[config.mk]
export PLATFORM = sky130hd
export DESIGN_NAME = reed_solomon_parity_encoder
export DESIGN_NICKNAME = d
export VERILOG_FILES = /design/src/sv/rspe_pkg.sv /design/src/sv/reed_solomon_parity_encoder.sv /design/src/sv/rspe_front.sv /design/src/sv/rspe_queue.sv /design/src/sv/rspe_back.sv
export SDC_FILE = /design/constraint.sdc
export NUM_CORES = 1
export LEC_CHECK = 0
export ABC_AREA = 1
export BUFFER_PORTS_ARGS = -buffer_cell sky130_fd_sc_hd__buf_2
export CELL_PAD_IN_SITES_DETAIL_PLACEMENT = 1
export CELL_PAD_IN_SITES_GLOBAL_PLACEMENT = 1
export CORE_ASPECT_RATIO = 0.9
export CORE_MARGIN = 2
export CORE_UTILIZATION = 45
export DETAILED_ROUTE_END_ITERATION = 12
export PLACE_DENSITY = 0.74
export REMOVE_ABC_BUFFERS = 1
export SYNTH_ARGS = -nofsm -noshare
export SYNTH_HDL_FRONTEND = slang
export SYNTH_SLANG_ARGS = --single-unit
[constraint.sdc]
create_clock -name clk_i -period 13.4 [get_ports clk_i]
set_input_delay 3.35 -clock clk_i [delete_from_list [all_inputs] [get_ports clk_i]]
set_output_delay 3.35 -clock clk_i [all_outputs]
set_load 0.005 [all_outputs]
[src/sv/rspe_pkg.sv]
// ----------------------------------------------------------------------------
// rspe_pkg
// Field, code and queue-entry definitions shared by the parity encoder.
// ----------------------------------------------------------------------------
`default_nettype none

package rspe_pkg;

  localparam int SymBits   = 8;
  localparam int CorrCap   = 8;
  localparam int ParLen    = 2 * CorrCap;
  localparam int FieldSize = (1 << SymBits) - 1;
  localparam int DataLen   = FieldSize - ParLen;
  localparam int IdxW      = $clog2(ParLen);

  // no data symbols fit: every block is a length error
  localparam bit EmptyCode = (DataLen < 1);
  localparam logic [7:0] DataLenCnt = EmptyCode ? 8'd0 : 8'(DataLen);

  typedef logic [SymBits-1:0] sym_t;
  typedef logic [SymBits:0]   poly_t;

  function automatic poly_t prim_poly();
    case (SymBits)
      4:       return poly_t'(9'h013);
      5:       return poly_t'(9'h025);
      6:       return poly_t'(9'h043);
      7:       return poly_t'(9'h089);
      default: return poly_t'(9'h11D);
    endcase
  endfunction

  localparam poly_t PrimPoly = prim_poly();

  // shift-and-add multiply in gf(2^m); with one constant operand it folds to xors
  function automatic sym_t gf_mul(sym_t a, sym_t b);
    poly_t aa;
    sym_t  bb;
    sym_t  acc;
    acc = '0;
    aa  = {1'b0, a};
    bb  = b;
    for (int i = 0; i < SymBits; i++) begin
      if (bb[0]) begin
        acc = acc ^ aa[SymBits-1:0];
      end
      bb = bb >> 1;
      aa = aa << 1;
      if (aa[SymBits]) begin
        aa = aa ^ PrimPoly;
      end
    end
    return acc;
  endfunction

  // coefficient idx of the generator with roots alpha^1 .. alpha^2t
  function automatic sym_t gen_coef(int idx);
    sym_t g [ParLen+1];
    sym_t root;
    for (int k = 0; k <= ParLen; k++) begin
      g[k] = '0;
    end
    g[0] = sym_t'(1);
    root = sym_t'(1);
    for (int i = 1; i <= ParLen; i++) begin
      root = gf_mul(root, sym_t'(2));
      g[i] = '0;
      for (int j = i; j >= 1; j--) begin
        g[j] = g[j-1] ^ gf_mul(g[j], root);
      end
      g[0] = gf_mul(g[0], root);
    end
    return g[idx];
  endfunction

  typedef struct packed {
    logic                     err;
    sym_t [ParLen-1:0]        par;
  } job_t;

  typedef struct packed {
    logic full;
    logic avail;
  } qstat_t;

endpackage

`default_nettype wire

[src/sv/reed_solomon_parity_encoder.sv]
// ----------------------------------------------------------------------------
// reed_solomon_parity_encoder
// Systematic RS parity generator, RS(255,239) over GF(2^8) by default.
// ----------------------------------------------------------------------------
// Data symbols enter one per clock while in_stall_o is low, highest degree
// first, and go straight into the 2t-symbol division register. The request
// marked last closes the block: its 2t parity symbols (or one length-error
// result when the block did not hold exactly k symbols) move into a two-entry
// queue and leave one per clock while out_stall_i is low, index 0 first; each
// block passes from its queue entry into the output register. The input takes
// one symbol per clock and stalls only while the queue holds two finished
// blocks behind the one being sent, so a new block can enter while the last
// one is still being sent.
`default_nettype none

module reed_solomon_parity_encoder import rspe_pkg::*; (
  input  wire logic       clk_i,
  input  wire logic       rst_ni,
  input  wire logic       in_valid_i,
  output logic            in_stall_o,
  input  wire logic [7:0] data_symbol_i,
  input  wire logic       last_symbol_i,
  output logic            out_valid_o,
  input  wire logic       out_stall_i,
  output logic [7:0]      parity_symbol_o,
  output logic            end_of_parity_o,
  output logic            length_error_o
);

  logic   push, pop;
  job_t   job_in, job_out;
  qstat_t qstat;

  assign in_stall_o = qstat.full;

  rspe_front u_front (
    .clk_i         (clk_i),
    .rst_ni        (rst_ni),
    .in_valid_i    (in_valid_i),
    .data_symbol_i (data_symbol_i),
    .last_symbol_i (last_symbol_i),
    .stall_i       (qstat.full),
    .push_o        (push),
    .job_o         (job_in)
  );

  rspe_queue u_queue (
    .clk_i  (clk_i),
    .rst_ni (rst_ni),
    .push_i (push),
    .job_i  (job_in),
    .pop_i  (pop),
    .job_o  (job_out),
    .stat_o (qstat)
  );

  rspe_back u_back (
    .clk_i           (clk_i),
    .rst_ni          (rst_ni),
    .job_i           (job_out),
    .stat_i          (qstat),
    .pop_o           (pop),
    .out_valid_o     (out_valid_o),
    .out_stall_i     (out_stall_i),
    .parity_symbol_o (parity_symbol_o),
    .end_of_parity_o (end_of_parity_o),
    .length_error_o  (length_error_o)
  );

endmodule

`default_nettype wire

[src/sv/rspe_front.sv]
// ----------------------------------------------------------------------------
// rspe_front
// Takes data symbols, runs the division register and checks block length.
// ----------------------------------------------------------------------------
`default_nettype none

module rspe_front import rspe_pkg::*; (
  input  wire logic       clk_i,
  input  wire logic       rst_ni,
  input  wire logic       in_valid_i,
  input  wire logic [7:0] data_symbol_i,
  input  wire logic       last_symbol_i,
  input  wire logic       stall_i,
  output logic            push_o,
  output job_t            job_o
);

  sym_t [ParLen-1:0] rem_q, rem_d, upd;
  logic [7:0]        cnt_q, cnt_d, cnt_new;
  logic              ovf_q, ovf_d, ovf_new;
  logic              accept, cnt_sat, bad;
  sym_t              sym, fb;

  assign accept = in_valid_i & ~stall_i;
  assign sym    = data_symbol_i[SymBits-1:0];
  assign fb     = sym ^ rem_q[ParLen-1];

  for (genvar j = 0; j < ParLen; j++) begin : g_tap
    localparam sym_t Coef = gen_coef(j);
    if (j == 0) begin : g_first
      assign upd[j] = gf_mul(Coef, fb);
    end else begin : g_rest
      assign upd[j] = rem_q[j-1] ^ gf_mul(Coef, fb);
    end
  end

  assign cnt_sat = (cnt_q == 8'hFF);
  assign cnt_new = cnt_sat ? cnt_q : cnt_q + 8'd1;
  assign ovf_new = ovf_q | cnt_sat;
  assign bad     = ovf_new | EmptyCode | (cnt_new != DataLenCnt);

  assign push_o    = accept & last_symbol_i;
  assign job_o.err = bad;
  assign job_o.par = bad ? '0 : upd;

  always_comb begin
    rem_d = rem_q;
    cnt_d = cnt_q;
    ovf_d = ovf_q;
    if (accept) begin
      if (last_symbol_i) begin
        rem_d = '0;
        cnt_d = '0;
        ovf_d = 1'b0;
      end else begin
        rem_d = upd;
        cnt_d = cnt_new;
        ovf_d = ovf_new;
      end
    end
  end

  always_ff @(posedge clk_i or negedge rst_ni) begin
    if (!rst_ni) begin
      rem_q <= '0;
      cnt_q <= '0;
      ovf_q <= 1'b0;
    end else begin
      rem_q <= rem_d;
      cnt_q <= cnt_d;
      ovf_q <= ovf_d;
    end
  end

endmodule

`default_nettype wire

[src/sv/rspe_queue.sv]
// ----------------------------------------------------------------------------
// rspe_queue
// Two-entry queue of finished blocks between front and back.
// ----------------------------------------------------------------------------
`default_nettype none

module rspe_queue import rspe_pkg::*; (
  input  wire logic clk_i,
  input  wire logic rst_ni,
  input  wire logic push_i,
  input  job_t      job_i,
  input  wire logic pop_i,
  output job_t      job_o,
  output qstat_t    stat_o
);

  job_t       mem_q [2];
  logic       wr_q, wr_d, rd_q, rd_d;
  logic [1:0] cnt_q, cnt_d;

  assign job_o        = mem_q[rd_q];
  assign stat_o.full  = (cnt_q == 2'd2);
  assign stat_o.avail = (cnt_q != 2'd0);

  always_comb begin
    wr_d  = push_i ? ~wr_q : wr_q;
    rd_d  = pop_i ? ~rd_q : rd_q;
    cnt_d = cnt_q + {1'b0, push_i} - {1'b0, pop_i};
  end

  always_ff @(posedge clk_i) begin
    if (push_i) begin
      mem_q[wr_q] <= job_i;
    end
  end

  always_ff @(posedge clk_i or negedge rst_ni) begin
    if (!rst_ni) begin
      wr_q  <= 1'b0;
      rd_q  <= 1'b0;
      cnt_q <= '0;
    end else begin
      wr_q  <= wr_d;
      rd_q  <= rd_d;
      cnt_q <= cnt_d;
    end
  end

endmodule

`default_nettype wire

[src/sv/rspe_back.sv]
// ----------------------------------------------------------------------------
// rspe_back
// Sends out the parity symbols of one block, or its error result.
// ----------------------------------------------------------------------------
`default_nettype none

module rspe_back import rspe_pkg::*; (
  input  wire logic       clk_i,
  input  wire logic       rst_ni,
  input  job_t            job_i,
  input  qstat_t          stat_i,
  output logic            pop_o,
  output logic            out_valid_o,
  input  wire logic       out_stall_i,
  output logic [7:0]      parity_symbol_o,
  output logic            end_of_parity_o,
  output logic            length_error_o
);

  logic              busy_q, busy_d, err_q, err_d;
  sym_t [ParLen-1:0] par_q, par_d;
  logic [IdxW-1:0]   idx_q, idx_d;
  logic              last, advance;

  assign last    = err_q | (idx_q == IdxW'(ParLen - 1));
  assign advance = busy_q & ~out_stall_i;
  // next block loads in the same cycle the previous one finishes
  assign pop_o   = stat_i.avail & (~busy_q | (advance & last));

  assign out_valid_o     = busy_q;
  assign parity_symbol_o = 8'(par_q[0]);
  assign end_of_parity_o = last;
  assign length_error_o  = err_q;

  always_comb begin
    busy_d = busy_q;
    err_d  = err_q;
    par_d  = par_q;
    idx_d  = idx_q;
    if (pop_o) begin
      busy_d = 1'b1;
      err_d  = job_i.err;
      par_d  = job_i.par;
      idx_d  = '0;
    end else if (advance) begin
      busy_d = ~last;
      par_d  = {sym_t'(0), par_q[ParLen-1:1]};
      idx_d  = idx_q + IdxW'(1);
    end
  end

  always_ff @(posedge clk_i) begin
    par_q <= par_d;
  end

  always_ff @(posedge clk_i or negedge rst_ni) begin
    if (!rst_ni) begin
      busy_q <= 1'b0;
      err_q  <= 1'b0;
      idx_q  <= '0;
    end else begin
      busy_q <= busy_d;
      err_q  <= err_d;
      idx_q  <= idx_d;
    end
  end

endmodule

`default_nettype wire

==> qor.yml <==
outcome: "complete, no violations"
wl_met2_um: 31300
ys_types: 38
drc_errors: 0
place.gp.congestion: 0.833
fp-row-count: 79
min_path_type: "flip-flop to flip-flop"
highest_layer: "met4"
cts_resized: 0
rsz0062_at_grt: "false"
maxCapViolCount: 0
route.met3.wl_um: 3510
ios: 25
clk_latency_ps: 640
syn_inst: 2216
grt_max_degree: 173
finish.instance_area_sq_um: 26100
p_per_area_nw_per_um2: 264
nets: 2219
hpwl_um: 39300
antennaDiodeCount: 0
wl_per_cell_um: 22.1
dieArea_sq_um: 54100
cts_max_path_buffers: 3
syn_area_sq_um: 23500
pre_cts_ws_ps: 6680
syn_area_per_cell_sq_um: 10.6
setup_viol: 0
path_max_fanout: 71
worstMarginPinSlew_ps: 1170
fin_setup_tns_ps: 0
ctsHoldBuffers: 0
worstPathArrival_ps: 6260
dr_total_vias: 16357
clock_skew_ps: 33.6
timing.fmax_mhz: 166
min_period_ps: 6030
peakVddDrop_mv: 0.261
synthToLayoutAreaGrowth_pct: 10.9
synth_area_leaders: "edfxtp_1, dfrtp_1, nand2_1"
drtAntennaViolNets: 0
grt_antenna_before_repair: 0
drt_first_pass_iters: 5
final_common_cell: "nand2_1"
cts.sinks: 533
grt-ovfl-total: 0
place_area_sq_um: 24200
start_kind: "primary input"
routed_via_density: 5.57
yosysWarnings: 0
yosys.area.top_type_share_pct: 49.3
end_kind: "flip-flop"
fin_crit_sh_pct: 45.0
io_buffers: 24
grt_first_pass_wirelength_um: 101000
synth-seq-cells: 533
drtIter0Drc: 1301
core_sq_um: 51700
final_max_slew_viol_count: 0
start_util_pct: 45.5
post_cts_buffers: 0
hold_viol_final: 0
cts_tree: "yes"
die_y_um: 221
yosysSeqAreaShare_pct: 64.9
nFillCells: 5552
track_usage_pct: 24.3
power.leakage_nw: 10.6
clk_pin_slew_worst_paths_ps: 60
cts_max_level: 2
max_slew_margin_pct: 21.7
yosysTopAreaCell: "edfxtp_1"
grt_pass1_vias: 17698
layout-drive-gt1-share_pct: 8.98
wl_met1_um: 28300
cts_buffers: 55
root_buffer: "clkbuf_16"
wirelength_um: 65000
fp.dieW_um: 245
setup_slack_ps: 7370
critPathRequiredTime_ps: 13630
final_cell_mix: "nand2_1, edfxtp_1, nor2_1, dfrtp_1, xor2_1"
critical_path_class: "primary input to flip-flop"
[per-layer routing]
| layer | global-route usage [%] | up-vias |
|---|---|---|
| met5 | 0 | - |
| met4 | 8.20 | 0 |
| met3 | 3.93 | 123 |
| met2 | 40.4 | 422 |
| met1 | 32.6 | 8419 |
| li1 | - | 7393 |
[power by group]
| group | switching (mW) | internal, mW | total [mW] | leakage [nW] |
|---|---|---|---|---|
| combinational | 1.96 | 0.727 | 2.69 | 4.09 |
| sequential | 0.207 | 2.39 | 2.60 | 5.60 |
| clock | 0.669 | 0.941 | 1.61 | 0.929 |
[cell usage after synthesis]
cell type,count
buf_1,1
dfrtp_1,147
and3_1,1
nand3b_1,8
xnor2_2,1
buf_6,6
nor3_2,1
a21oi_1,11
nand3_1,80
a22o_1,2
o21ai_0,50
nand3_2,2
or2_2,4
nand2_4,1
buf_2,31
nor3_1,1
xnor2_1,35
o22ai_1,52
a31oi_1,122
clkbuf_1,67
a31o_2,1
o21bai_1,6
clkinv_1,3
inv_1,119
and2_1,8
xor2_1,141
nand2_1,626
o21ai_1,8
nor3_4,1
buf_4,10
nor2_2,30
ha_1,3
nand2_2,15
nor2_1,229
nand4_1,1
xnor2_4,1
edfxtp_1,386
inv_2,5
[cells by family (layout without fill, tap and decap cells)]
| logic type | count (synthesis) | in the layout | share of synthesized area, % |
|---|---|---|---|
| compound gates | 252 | 252 | 6.40 |
| buf+inv | 242 | 275 | 4.38 |
| flops | 533 | 533 | 64.9 |
| fa+ha+maj | 3 | 3 | 0.160 |
| xor+xnor | 178 | 178 | 6.74 |
| simple gates | 1008 | 1008 | 17.4 |
[final timing paths]
check,start,cells after the start,slack [ps],to
max,in_valid_i,8,7370,u_queue.mem_q[0][44]
min,u_front.rem_q[103],2,490,u_front.rem_q[103]
max reg2reg,u_queue.cnt_q[1],8,9670,u_queue.mem_q[0][44]
min reg2reg,u_front.rem_q[103],2,490,u_front.rem_q[103]
max in group asynchronous,rst_ni,3,8930,u_front.rem_q[72]
min in group asynchronous,rst_ni,1,2740,u_front.rem_q[114]
[registers in the layout (all words and copies together), names as in the netlist]
signal / flops
u_front.rem_q: 128
u_back.par_q: 120
u_queue.wr_q: 1
u_back.length_error_o: 1
u_back.idx_q: 4
u_back.out_valid_o: 1
u_back.parity_symbol_o: 8
u_front.cnt_q: 8
u_queue.mem_q: 258
u_front.ovf_q: 1
u_queue.cnt_q: 2
u_queue.rd_q: 1
[worst max-delay path, cell delays in order]
cell and delay (ps):
buf_2 100, o21ai_4 50, buf_4 380, nor2_1 380, inv_1 170, nor2_4 100, buf_4 720, buf_4 960
[final cells by class]
cell class	instances	area, sq um	share of cell area (%)
Clock buffer	65	1430	5.49
Clock inverter	38	447	1.71
Inverter	127	487	1.87
Multi-Input combinational cell	1441	7290	27.9
Sequential cell	533	15300	58.5
Tap cell	688	861	3.30
Timing Repair Buffer	45	309	1.18
[stage by stage]
stage / hold WS [ps] / cells / util [%] / power (mW)
detailed placement: 472 / 2834 / 46.8 / 5.28
floorplan: 449 / 2101 / - / 4.39
global route: 530 / 2937 / 50.5 / 7.28
global placement: 467 / 2834 / 46.8 / 5.17
CTS: 488 / 2937 / 50.5 / 6.92
finish: 489 / 2937 / 50.5 / 6.89
Note: power is estimated with default switching activity, not from simulation.
